File: src/rtl/core/linear_system_solver_top_macros.svh
// Assertion macros for the linear system solver.
// Included by the top level; relies on i_clk and i_rst_n being in scope.
`ifndef LINEAR_SYSTEM_SOLVER_TOP_MACROS_SVH
`define LINEAR_SYSTEM_SOLVER_TOP_MACROS_SVH

// Consequent must hold in the same cycle as the antecedent.
`define LSS_ASSERT_NOW(lbl, ante, cons, msg) \
    lbl: assert property (@(posedge i_clk) disable iff (!i_rst_n) (ante) |-> (cons)) \
        else $error(msg);

// Consequent must hold in the cycle after the antecedent.
`define LSS_ASSERT_NEXT(lbl, ante, cons, msg) \
    lbl: assert property (@(posedge i_clk) disable iff (!i_rst_n) (ante) |=> (cons)) \
        else $error(msg);

`endif

File: src/rtl/core/lss_pkg.sv
// Shared types and constants of the linear system solver.
// No dependencies; imported by every module of the block except lss_ram.
package lss_pkg;

    localparam int DEF_MAX_ORDER = 8;
    localparam int VAL_W         = 32;
    localparam int Q_FRAC        = 16;
    localparam int DIV_W         = VAL_W + Q_FRAC;
    localparam int DIV_CW        = $clog2(DIV_W);
    localparam int ORDER_W       = 4;
    localparam int IDX_W         = 3;
    localparam logic [ORDER_W-1:0] ORDER_RESET = 4'd8;

    // Source of the word written into the matrix store.
    typedef enum logic [1:0] {
        WS_IN,
        WS_UPD,
        WS_QUO
    } t_wsel;

    // Operand register that takes the word read in the previous cycle.
    typedef enum logic [1:0] {
        CP_NONE,
        CP_DEN,
        CP_T,
        CP_X
    } t_cap;

    typedef struct packed {
        logic               rd_en;
        logic               wr_en;
        t_wsel              wr_sel;
        t_cap               cap;
        logic               div_go;
        logic               mul_go;
        logic               err_clr;
        logic               out_load;
        logic               out_last;
        logic [IDX_W-1:0]   out_idx;
    } t_cmd;

    typedef struct packed {
        logic div_busy;
        logic out_full;
    } t_sts;

endpackage

File: src/rtl/core/lss_ctrl.sv
// Controller: load sequencing, elimination loop counters and result emission.
// Depends on lss_pkg.
module lss_ctrl import lss_pkg::*; #(
    parameter int MAX_ORDER = DEF_MAX_ORDER,
    localparam int MP1      = MAX_ORDER + 1,
    localparam int AW       = $clog2(MAX_ORDER * MP1),
    localparam int CW       = $clog2(MP1)
) (
    input  logic               i_clk,
    input  logic               i_rst_n,
    input  logic               i_valid,
    output logic               o_stall,
    input  logic               i_cfg_valid,
    output logic               o_cfg_ready,
    input  logic [ORDER_W-1:0] i_cfg_order,
    input  t_sts               i_sts,
    output t_cmd               o_cmd,
    output logic [AW-1:0]      o_raddr,
    output logic [AW-1:0]      o_waddr
);

    typedef enum logic [11:0] {
        S_LOAD = 12'b0000_0000_0001,
        S_RDD  = 12'b0000_0000_0010,
        S_RDN  = 12'b0000_0000_0100,
        S_DIV  = 12'b0000_0000_1000,
        S_DWT  = 12'b0000_0001_0000,
        S_WQ   = 12'b0000_0010_0000,
        S_RDT  = 12'b0000_0100_0000,
        S_RDX  = 12'b0000_1000_0000,
        S_MUL  = 12'b0001_0000_0000,
        S_WU   = 12'b0010_0000_0000,
        S_ERD  = 12'b0100_0000_0000,
        S_ELD  = 12'b1000_0000_0000
    } t_state;

    typedef enum logic [1:0] {
        PH_FWD,
        PH_BWD,
        PH_FIN
    } t_phase;

    t_state             r_state, n_state;
    t_phase             r_ph, n_ph;
    logic [ORDER_W-1:0] r_order, n_order;
    logic [CW-1:0]      r_row, n_row;
    logic [CW-1:0]      r_col, n_col;
    logic [CW-1:0]      r_k, n_k;
    logic [CW-1:0]      r_i, n_i;
    logic [CW-1:0]      r_j, n_j;
    logic [CW-1:0]      n_act;
    logic [CW-1:0]      nm1;
    logic               in_acc;
    logic               cfg_acc;

    function automatic logic [AW-1:0] f_addr(input logic [CW-1:0] row,
                                             input logic [CW-1:0] col);
        f_addr = AW'(int'(row) * MP1 + int'(col));
    endfunction

    // Order in use, clamped to the built range.
    always_comb begin
        if (r_order == '0) begin
            n_act = CW'(1);
        end else if (int'(r_order) > MAX_ORDER) begin
            n_act = CW'(MAX_ORDER);
        end else begin
            n_act = CW'(r_order);
        end
        nm1 = n_act - 1'b1;
    end

    assign o_stall     = (r_state != S_LOAD);
    assign o_cfg_ready = (r_state == S_LOAD);
    assign in_acc      = i_valid && !o_stall;
    assign cfg_acc     = i_cfg_valid && o_cfg_ready;

    // Next state, loop counters and datapath commands.
    always_comb begin
        n_state = r_state;
        n_ph    = r_ph;
        n_order = r_order;
        n_row   = r_row;
        n_col   = r_col;
        n_k     = r_k;
        n_i     = r_i;
        n_j     = r_j;
        o_cmd   = '0;
        o_raddr = '0;
        o_waddr = '0;
        unique case (r_state)
            S_LOAD: begin
                if (in_acc) begin
                    o_cmd.wr_en  = 1'b1;
                    o_cmd.wr_sel = WS_IN;
                    o_waddr      = f_addr(r_row, r_col);
                    if (r_col != n_act) begin
                        n_col = r_col + 1'b1;
                    end else if (r_row != nm1) begin
                        n_col = '0;
                        n_row = r_row + 1'b1;
                    end else begin
                        n_col         = '0;
                        n_row         = '0;
                        o_cmd.err_clr = 1'b1;
                        n_state       = S_RDD;
                        n_k           = '0;
                        if (n_act > CW'(1)) begin
                            n_ph = PH_FWD;
                            n_i  = CW'(1);
                            n_j  = CW'(1);
                        end else begin
                            n_ph = PH_FIN;
                            n_i  = '0;
                        end
                    end
                end
                if (cfg_acc) begin
                    n_order       = i_cfg_order;
                    n_row         = '0;
                    n_col         = '0;
                    o_cmd.err_clr = 1'b1;
                    n_state       = S_LOAD;
                end
            end
            S_RDD: begin
                o_cmd.rd_en = 1'b1;
                o_raddr     = (r_ph == PH_FIN) ? f_addr(r_i, r_i) : f_addr(r_k, r_k);
                n_state     = S_RDN;
            end
            S_RDN: begin
                o_cmd.cap   = CP_DEN;
                o_cmd.rd_en = 1'b1;
                o_raddr     = (r_ph == PH_FIN) ? f_addr(r_i, n_act) : f_addr(r_i, r_k);
                n_state     = S_DIV;
            end
            S_DIV: begin
                o_cmd.div_go = 1'b1;
                n_state      = S_DWT;
            end
            S_DWT: begin
                if (!i_sts.div_busy) begin
                    n_state = (r_ph == PH_FIN) ? S_WQ : S_RDT;
                end
            end
            S_WQ: begin
                o_cmd.wr_en  = 1'b1;
                o_cmd.wr_sel = WS_QUO;
                o_waddr      = f_addr(r_i, n_act);
                if (r_i == nm1) begin
                    n_i     = '0;
                    n_state = S_ERD;
                end else begin
                    n_i     = r_i + 1'b1;
                    n_state = S_RDD;
                end
            end
            S_RDT: begin
                o_cmd.rd_en = 1'b1;
                o_raddr     = f_addr(r_k, r_j);
                n_state     = S_RDX;
            end
            S_RDX: begin
                o_cmd.cap   = CP_T;
                o_cmd.rd_en = 1'b1;
                o_raddr     = f_addr(r_i, r_j);
                n_state     = S_MUL;
            end
            S_MUL: begin
                o_cmd.cap    = CP_X;
                o_cmd.mul_go = 1'b1;
                n_state      = S_WU;
            end
            S_WU: begin
                o_cmd.wr_en  = 1'b1;
                o_cmd.wr_sel = WS_UPD;
                o_waddr      = f_addr(r_i, r_j);
                n_state      = S_RDD;
                if (r_ph == PH_FWD) begin
                    if (r_j != n_act) begin
                        n_j     = r_j + 1'b1;
                        n_state = S_RDT;
                    end else if (r_i != nm1) begin
                        n_i = r_i + 1'b1;
                        n_j = r_k + 1'b1;
                    end else if ((r_k + CW'(2)) < n_act) begin
                        n_k = r_k + 1'b1;
                        n_i = r_k + CW'(2);
                        n_j = r_k + CW'(2);
                    end else begin
                        n_ph = PH_BWD;
                        n_k  = nm1;
                        n_i  = '0;
                        n_j  = n_act;
                    end
                end else begin
                    if ((r_i + 1'b1) < r_k) begin
                        n_i = r_i + 1'b1;
                    end else if (r_k > CW'(1)) begin
                        n_k = r_k - 1'b1;
                        n_i = '0;
                    end else begin
                        n_ph = PH_FIN;
                        n_i  = '0;
                    end
                end
            end
            S_ERD: begin
                if (!i_sts.out_full) begin
                    o_cmd.rd_en = 1'b1;
                    o_raddr     = f_addr(r_i, n_act);
                    n_state     = S_ELD;
                end
            end
            S_ELD: begin
                o_cmd.out_load = 1'b1;
                o_cmd.out_idx  = IDX_W'(r_i);
                o_cmd.out_last = (r_i == nm1);
                if (r_i == nm1) begin
                    n_state = S_LOAD;
                end else begin
                    n_i     = r_i + 1'b1;
                    n_state = S_ERD;
                end
            end
            default: begin
                n_state = S_LOAD;
            end
        endcase
    end

    // Controller registers.
    always_ff @(posedge i_clk) begin
        if (!i_rst_n) begin
            r_state <= S_LOAD;
            r_ph    <= PH_FWD;
            r_order <= ORDER_RESET;
            r_row   <= '0;
            r_col   <= '0;
            r_k     <= '0;
            r_i     <= '0;
            r_j     <= '0;
        end else begin
            r_state <= n_state;
            r_ph    <= n_ph;
            r_order <= n_order;
            r_row   <= n_row;
            r_col   <= n_col;
            r_k     <= n_k;
            r_i     <= n_i;
            r_j     <= n_j;
        end
    end

endmodule

File: config.mk
export PLATFORM = sky130hd
export DESIGN_NAME = lss_ctrl
export DESIGN_NICKNAME = d
export VERILOG_FILES = /design/src/rtl/core/linear_system_solver_top_macros.svh /design/src/rtl/core/lss_pkg.sv /design/src/rtl/core/lss_ctrl.sv
export SDC_FILE = /design/constraint.sdc
export NUM_CORES = 1
export LEC_CHECK = 0
export ABC_AREA = 1
export BUFFER_PORTS_ARGS = -buffer_cell sky130_fd_sc_hd__clkbuf_2
export CAP_MARGIN = 10
export CORE_MARGIN = 2
export CORE_UTILIZATION = 30
export CTS_CLUSTER_DIAMETER = 100
export DETAILED_ROUTE_END_ITERATION = 6
export PLACE_DENSITY = 0.5
export SYNTH_ARGS = -nofsm -noshare
export SYNTH_HDL_FRONTEND = slang
export SYNTH_SLANG_ARGS = --single-unit
File: constraint.sdc
create_clock -name i_clk -period 2.9 [get_ports i_clk]
set_clock_uncertainty 0.1 [all_clocks]
set_input_delay 0.29 -clock i_clk [delete_from_list [all_inputs] [get_ports i_clk]]
set_output_delay 0.29 -clock i_clk [all_outputs]
set_load 0.02 [all_outputs]
* Yosys cells after proc, flatten, opt, wreduce, memory -nomap -nowiden
Cells that the tools add are included.
** Word-level totals
- Flip-flop bits (word level) :: 38
- Input bits :: 10
- Output and inout bits :: 30
- Logic and storage cells :: 167
** Cells by class
- Add/subtract/negate cells :: 15
- Multiply operators :: 3
- Magnitude comparators :: 5
- Equal/unequal tests :: 37
- Muxes and demuxes :: 82
- Reductions and logical operators :: 17
** Operators by type and width (number)
- 4-bit 2-to-1 mux :: 36
- 12-bit one-hot mux with 12 select lines :: 1
- 12-bit 2-to-1 mux :: 6
- 7-bit 2-to-1 mux :: 7
- 7-bit one-hot mux with 5 select lines :: 1
- 7-bit by 5-bit adder with 7-bit output :: 4
- 3-bit != test (second input constant) :: 8
- 11-bit 2-to-1 mux :: 2
- 7-bit by 4-bit adder with 7-bit output :: 3
- 4-bit by 4-bit multiplier with 7-bit output (second input constant) :: 3
- 7-bit one-hot mux with 3 select lines :: 1
- 4-bit by 1-bit adder with 4-bit output (second input constant) :: 5
- 2-bit 2-to-1 mux :: 10
- 4-bit != test :: 4
- 4-bit one-hot mux with 2 select lines :: 2
- 4-bit one-hot mux with 4 select lines :: 1
- 2-bit != test (second input constant) :: 7
- 12-bit by 1-bit equality test with 1-bit output (second input constant) :: 1
- 12-bit by 10-bit equality test with 1-bit output (second input constant) :: 1
- 12-bit by 11-bit equality test with 1-bit output (second input constant) :: 1
- 12-bit equality test (second input constant) :: 1
- 12-bit by 2-bit equality test with 1-bit output (second input constant) :: 1
- 12-bit by 3-bit equality test with 1-bit output (second input constant) :: 1
- 12-bit by 4-bit equality test with 1-bit output (second input constant) :: 1
- other kinds (35) :: 51

* Logic depth before layout (Yosys ltp)
- Word-level depth :: 10
- Mapped depth :: 19
- Mapped depth without buffers :: 19

* Worst setup path before layout
Ideal clock, no wire load.
- Kind :: reg2out
- From :: register r_order[2]
- To :: output o_raddr[6]
- Data arrival time :: 2426 ps
- Data required time :: 2510 ps
- Path slack :: 84 ps
- Cell stages (with the launch flop) :: 13
- Buffers on the path :: 0
- Cell sequence :: dfxtp_1 > o21ai_2 > nand2_2 > inv_1 > ha_1 > fa_1 > a21oi_1 > nor2_1 > nor2_1 > nor2_1 > o21ai_0 > xor2_1 > o21ai_0
** Between the ends
- Longest elaborated chain between the ends :: 6
- Elaborated cells between the ends (all ways) :: 8
- Those cells by class :: add/sub (1); order compare (1); mux (5); reduce/logical (1)
** Ends and longest elaborated chain
- from (decl) :: RTL line lss_ctrl.sv:45 : logic [ORDER_W-1:0] r_order, n_order;
- from (signal assigned) :: RTL line lss_ctrl.sv:246 : r_order <= n_order;
- 4-bit > comparator :: RTL line lss_ctrl.sv:65 : end else if (int'(r_order) > MAX_ORDER) begin
- 4-bit 2-to-1 mux :: RTL line lss_ctrl.sv:65
- 4-bit 2-to-1 mux * :: RTL line lss_ctrl.sv:63 : if (r_order == '0) begin
- 7-bit by 4-bit adder with 7-bit output * :: RTL line lss_ctrl.sv:58 : f_addr = AW'(int'(row) * MP1 + int'(col));
- 7-bit 2-to-1 mux, on equally long branches :: RTL line lss_ctrl.sv:209, lss_ctrl.sv:134
- 7-bit one-hot mux with 5 select lines * :: RTL line lss_ctrl.sv:91 : unique case (r_state)
- to (decl) :: RTL line lss_ctrl.sv:18 : output logic [AW-1:0] o_raddr,
Every way passes the cells marked *; elsewhere a longest branch is shown, timed or not.

* Worst setup path in the final report
- From :: register r_order[2]
- To :: output o_raddr[5]
Same word-level chain as after synthesis.

==> results.md <==
* PortBufs at 39
* Clk buf depth at 2
* Sw power at 1.01 mW
* CTS sink cnt at 38
* Critical Path End Type: primary output
* Proportion of power drawn by combinational gates at 0.478
* Routed WL per cell at 15.7 µm
* Core ar. at 0.0157 mm²
* Die width at 130 µm
* DP Worst Slack at 0.136 ns
* Worst Path Required at 2.51 ns
* Slew HR at 0.563
* Setup ws final at 0.0841 ns
* Leak Pwr at 2.95 nW
* CP arrival at 2.43 ns
* Clk root buf: clkbuf_16
* CTS tree: yes
* Final setup viols at 0
* Final-report hold violation count at 0
* Placed Cells at 1013
* VDD IR max at 216 µV
* Grt ovf at 0
* DRT antenna net count at 0
* Seq/Total Area, Yosys at 0.159
* I/O pins at 40
* Num CTS Buffers at 5
* Status: complete, no violations
* Top cell type's share of synthesized area at 0.159
* Iteration-0 DRC Markers at 226
* Yosys warns at 0
* Antenna violations before repair at 0
* Critical path class: flop to primary output
* P_int at 1.30 mW
* First-pass GRT wire length at 25.8 mm
* Syn-to-layout area delta at 24.1%
* Switching share of power at 0.436
* Worst hold path class: input pin to flop
* Initial Util at 0.304
* Area of the multi-input gates at 0.00376 mm²
* Unique cell type count in the Yosys netlist at 53
* FILL cells at 1727
* Synthesis-stage register bit count at 38
* Via count at 5028
* Tmin final at 2.82 ns
* DR pass1 iterations at 5
* Diode count at 0
* Post-route DRC at 0
* Post-synth EDFFs at 0
* Largest net degree at the start of global routing at 20
* Worst-path clk slew at 0.07 ns
* Slew @ Worst Pin at 0.655 ns
* RSZ-0062 raised after global routing: true
* Skew-Pair Late Insertion Delay at 0.29 ns
* Routed WL at 16.2 mm
* Flop pwr share at 0.269
* RePlAce Congestion at 0.900
* Share of synthesized registers carrying an async set or reset at 0
* Avg Synthesized Cell Area at 6.50 µm²
* H-tree levels at 2
* PwrDens at 388 mW/mm²
* Syn Nets at 803
* Nets at 883
* Fmax achieved at 355 MHz
* Clock power frac at 0.253
* Die height at 130 µm
* Design area at 0.00593 mm²
* Vias in the first global route at 4800
* Crit-path max FO at 4
* Synth area leader: dfxtp_1
* DPL Wire Length at 13.2 mm
* Startpoint types: flop
* Slew Viols, Final at 0
* Share of cells above drive strength 1 at 0.262
* Tot GR Track Use at 0.196
* Vias per Instance at 4.87
* Mapped Area at 0.00478 mm²
* Die ar. at 0.0170 mm²
* Period utilisation layout at 0.971
* Final core occ at 0.378
* Rows at 46
* Synth Flop Type: dfxtp_1
* Max-cap violations at 0
* Gate Count Post-Synth at 735
* Non-filler cells, final at 1032
* Sequential Area at 779 µm²
* Placed Instance Area at 0.00544 mm²
* Area contributors post-synth: dfxtp_1, ha_1, nand2_1
layer usage:
| layer | wire (µm) | vias up | track usage |
|---|---|---|---|
| met5 | 0 | - | 0 |
| met4 | 92 | 0 | 0.0234 |
| met3 | 531 | 8 | 0.0242 |
| met2 | 7580 | 80 | 0.331 |
| met1 | 8010 | 2335 | 0.277 |
| li1 | - | 2605 | - |
final timing paths:
check	from	endpoint	slack [ns]	depth (start not counted)
max	r_order[2]	o_raddr[5]	0.08	14
min	i_cfg_order[3]	r_order[3]	0.13	3
min reg2reg	r_ph[1]	r_ph[1]	0.38	2
max reg2reg	r_order[0]	r_i[0]	0.23	16
final cells by class:
class,count,area share
clock buffers,6,0.0234
flip-flops and latches,38,0.131
repair buffers,82,0.0894
clock inverters,2,0.00211
multi-input cells,574,0.633
well taps,216,0.0456
inverters,114,0.0749
power groups by stage:
stage / combinational (mW) / sequential [mW] / clock, mW
floorplan: 0.718 / 0.618 / 0
global placement: 1.03 / 0.625 / 0
detailed placement: 1.02 / 0.626 / 0
CTS: 1.04 / 0.617 / 0.595
global route: 1.24 / 0.626 / 0.622
finish: 1.10 / 0.620 / 0.583
kinds of logic (layout without fill, tap and decap cells):
kind of cell,Yosys count,count (layout),synth area share
AOI/OAI and AO/OA,136,136,0.168
xor gates and xnor gates,26,26,0.0476
adders and majority gates,58,58,0.160
buffers and inverters,123,204,0.102
DFF,38,38,0.159
muxes,1,1,0.00209
and+or+nand+nor,353,353,0.362
cell usage in the layout (no fill, tap or decap), types with 5 or more instances in the layout:
| cell | synthesis | final |
|---|---|---|
| nand4_1 | 9 | 9 |
| nor3_1 | 7 | 7 |
| xor2_1 | 21 | 17 |
| or2_2 | 7 | 7 |
| a21oi_2 | 0 | 6 |
| inv_1 | 104 | 97 |
| dfxtp_1 | 38 | 27 |
| nand2_2 | 19 | 20 |
| xnor2_1 | 5 | 5 |
| o211ai_1 | 15 | 15 |
| ha_4 | 0 | 6 |
| o21ai_0 | 40 | 33 |
| nor2_2 | 5 | 8 |
| o21ai_1 | 4 | 8 |
| clkbuf_16 | 0 | 5 |
| o21ai_2 | 3 | 6 |
| a31oi_1 | 5 | 5 |
| a21oi_1 | 52 | 46 |
| nor2_1 | 60 | 54 |
| inv_2 | 4 | 10 |
| dfxtp_2 | 0 | 9 |
| nor2_4 | 5 | 8 |
| inv_4 | 4 | 5 |
| nand3_1 | 65 | 62 |
| nand2_1 | 152 | 151 |
| clkbuf_2 | 0 | 34 |
| nand3_2 | 5 | 7 |
| buf_4 | 1 | 48 |
| ha_1 | 53 | 46 |
synthesized netlist by cell type (9+ instances only):
cell,count
nand2_1,152
inv_1,104
nand3_1,65
nor2_1,60
ha_1,53
a21oi_1,52
o21ai_0,40
dfxtp_1,38
xor2_1,21
nand2_2,19
o211ai_1,15
nand4_1,9
worst max-delay path, stage by stage, from the launching register on:
cell and delay [ns]:
dfxtp_4 0.37, inv_2 0.06, nand2_1 0.07, nand2_2 0.08
nand2_2 0.08, inv_2 0.05, buf_4 0.14, ha_1 0.28
nand3_2 0.08, nand2_1 0.07, nand2_1 0.07, a21oi_2 0.20
xor2_2 0.25, o2111ai_2 0.14, buf_4 0.19
registers in the layout, summed over array words and instances (netlist names):
name	cells
r_order	4
r_i	4
r_ph	2
r_row	4
r_j	4
r_k	4
r_col	4
r_state	12
repair_timing:
item	CTS	global route
setup endpoints to repair	5	13
buffers inserted	1	10
pin swaps	5	27
resized for setup	20	62
hold buffers	0	0
through the flow:
stage                TNS, ns  power [mW]  hold slack (ns)
floorplan                  0        1.34            0.320
detailed placement         0        1.65            0.377
global route          -0.174        2.48            0.146
finish                     0        2.30            0.132
global placement           0        1.66            0.383
CTS                 -0.00722        2.26            0.146
Note: power is estimated with default switching activity, not from simulation.
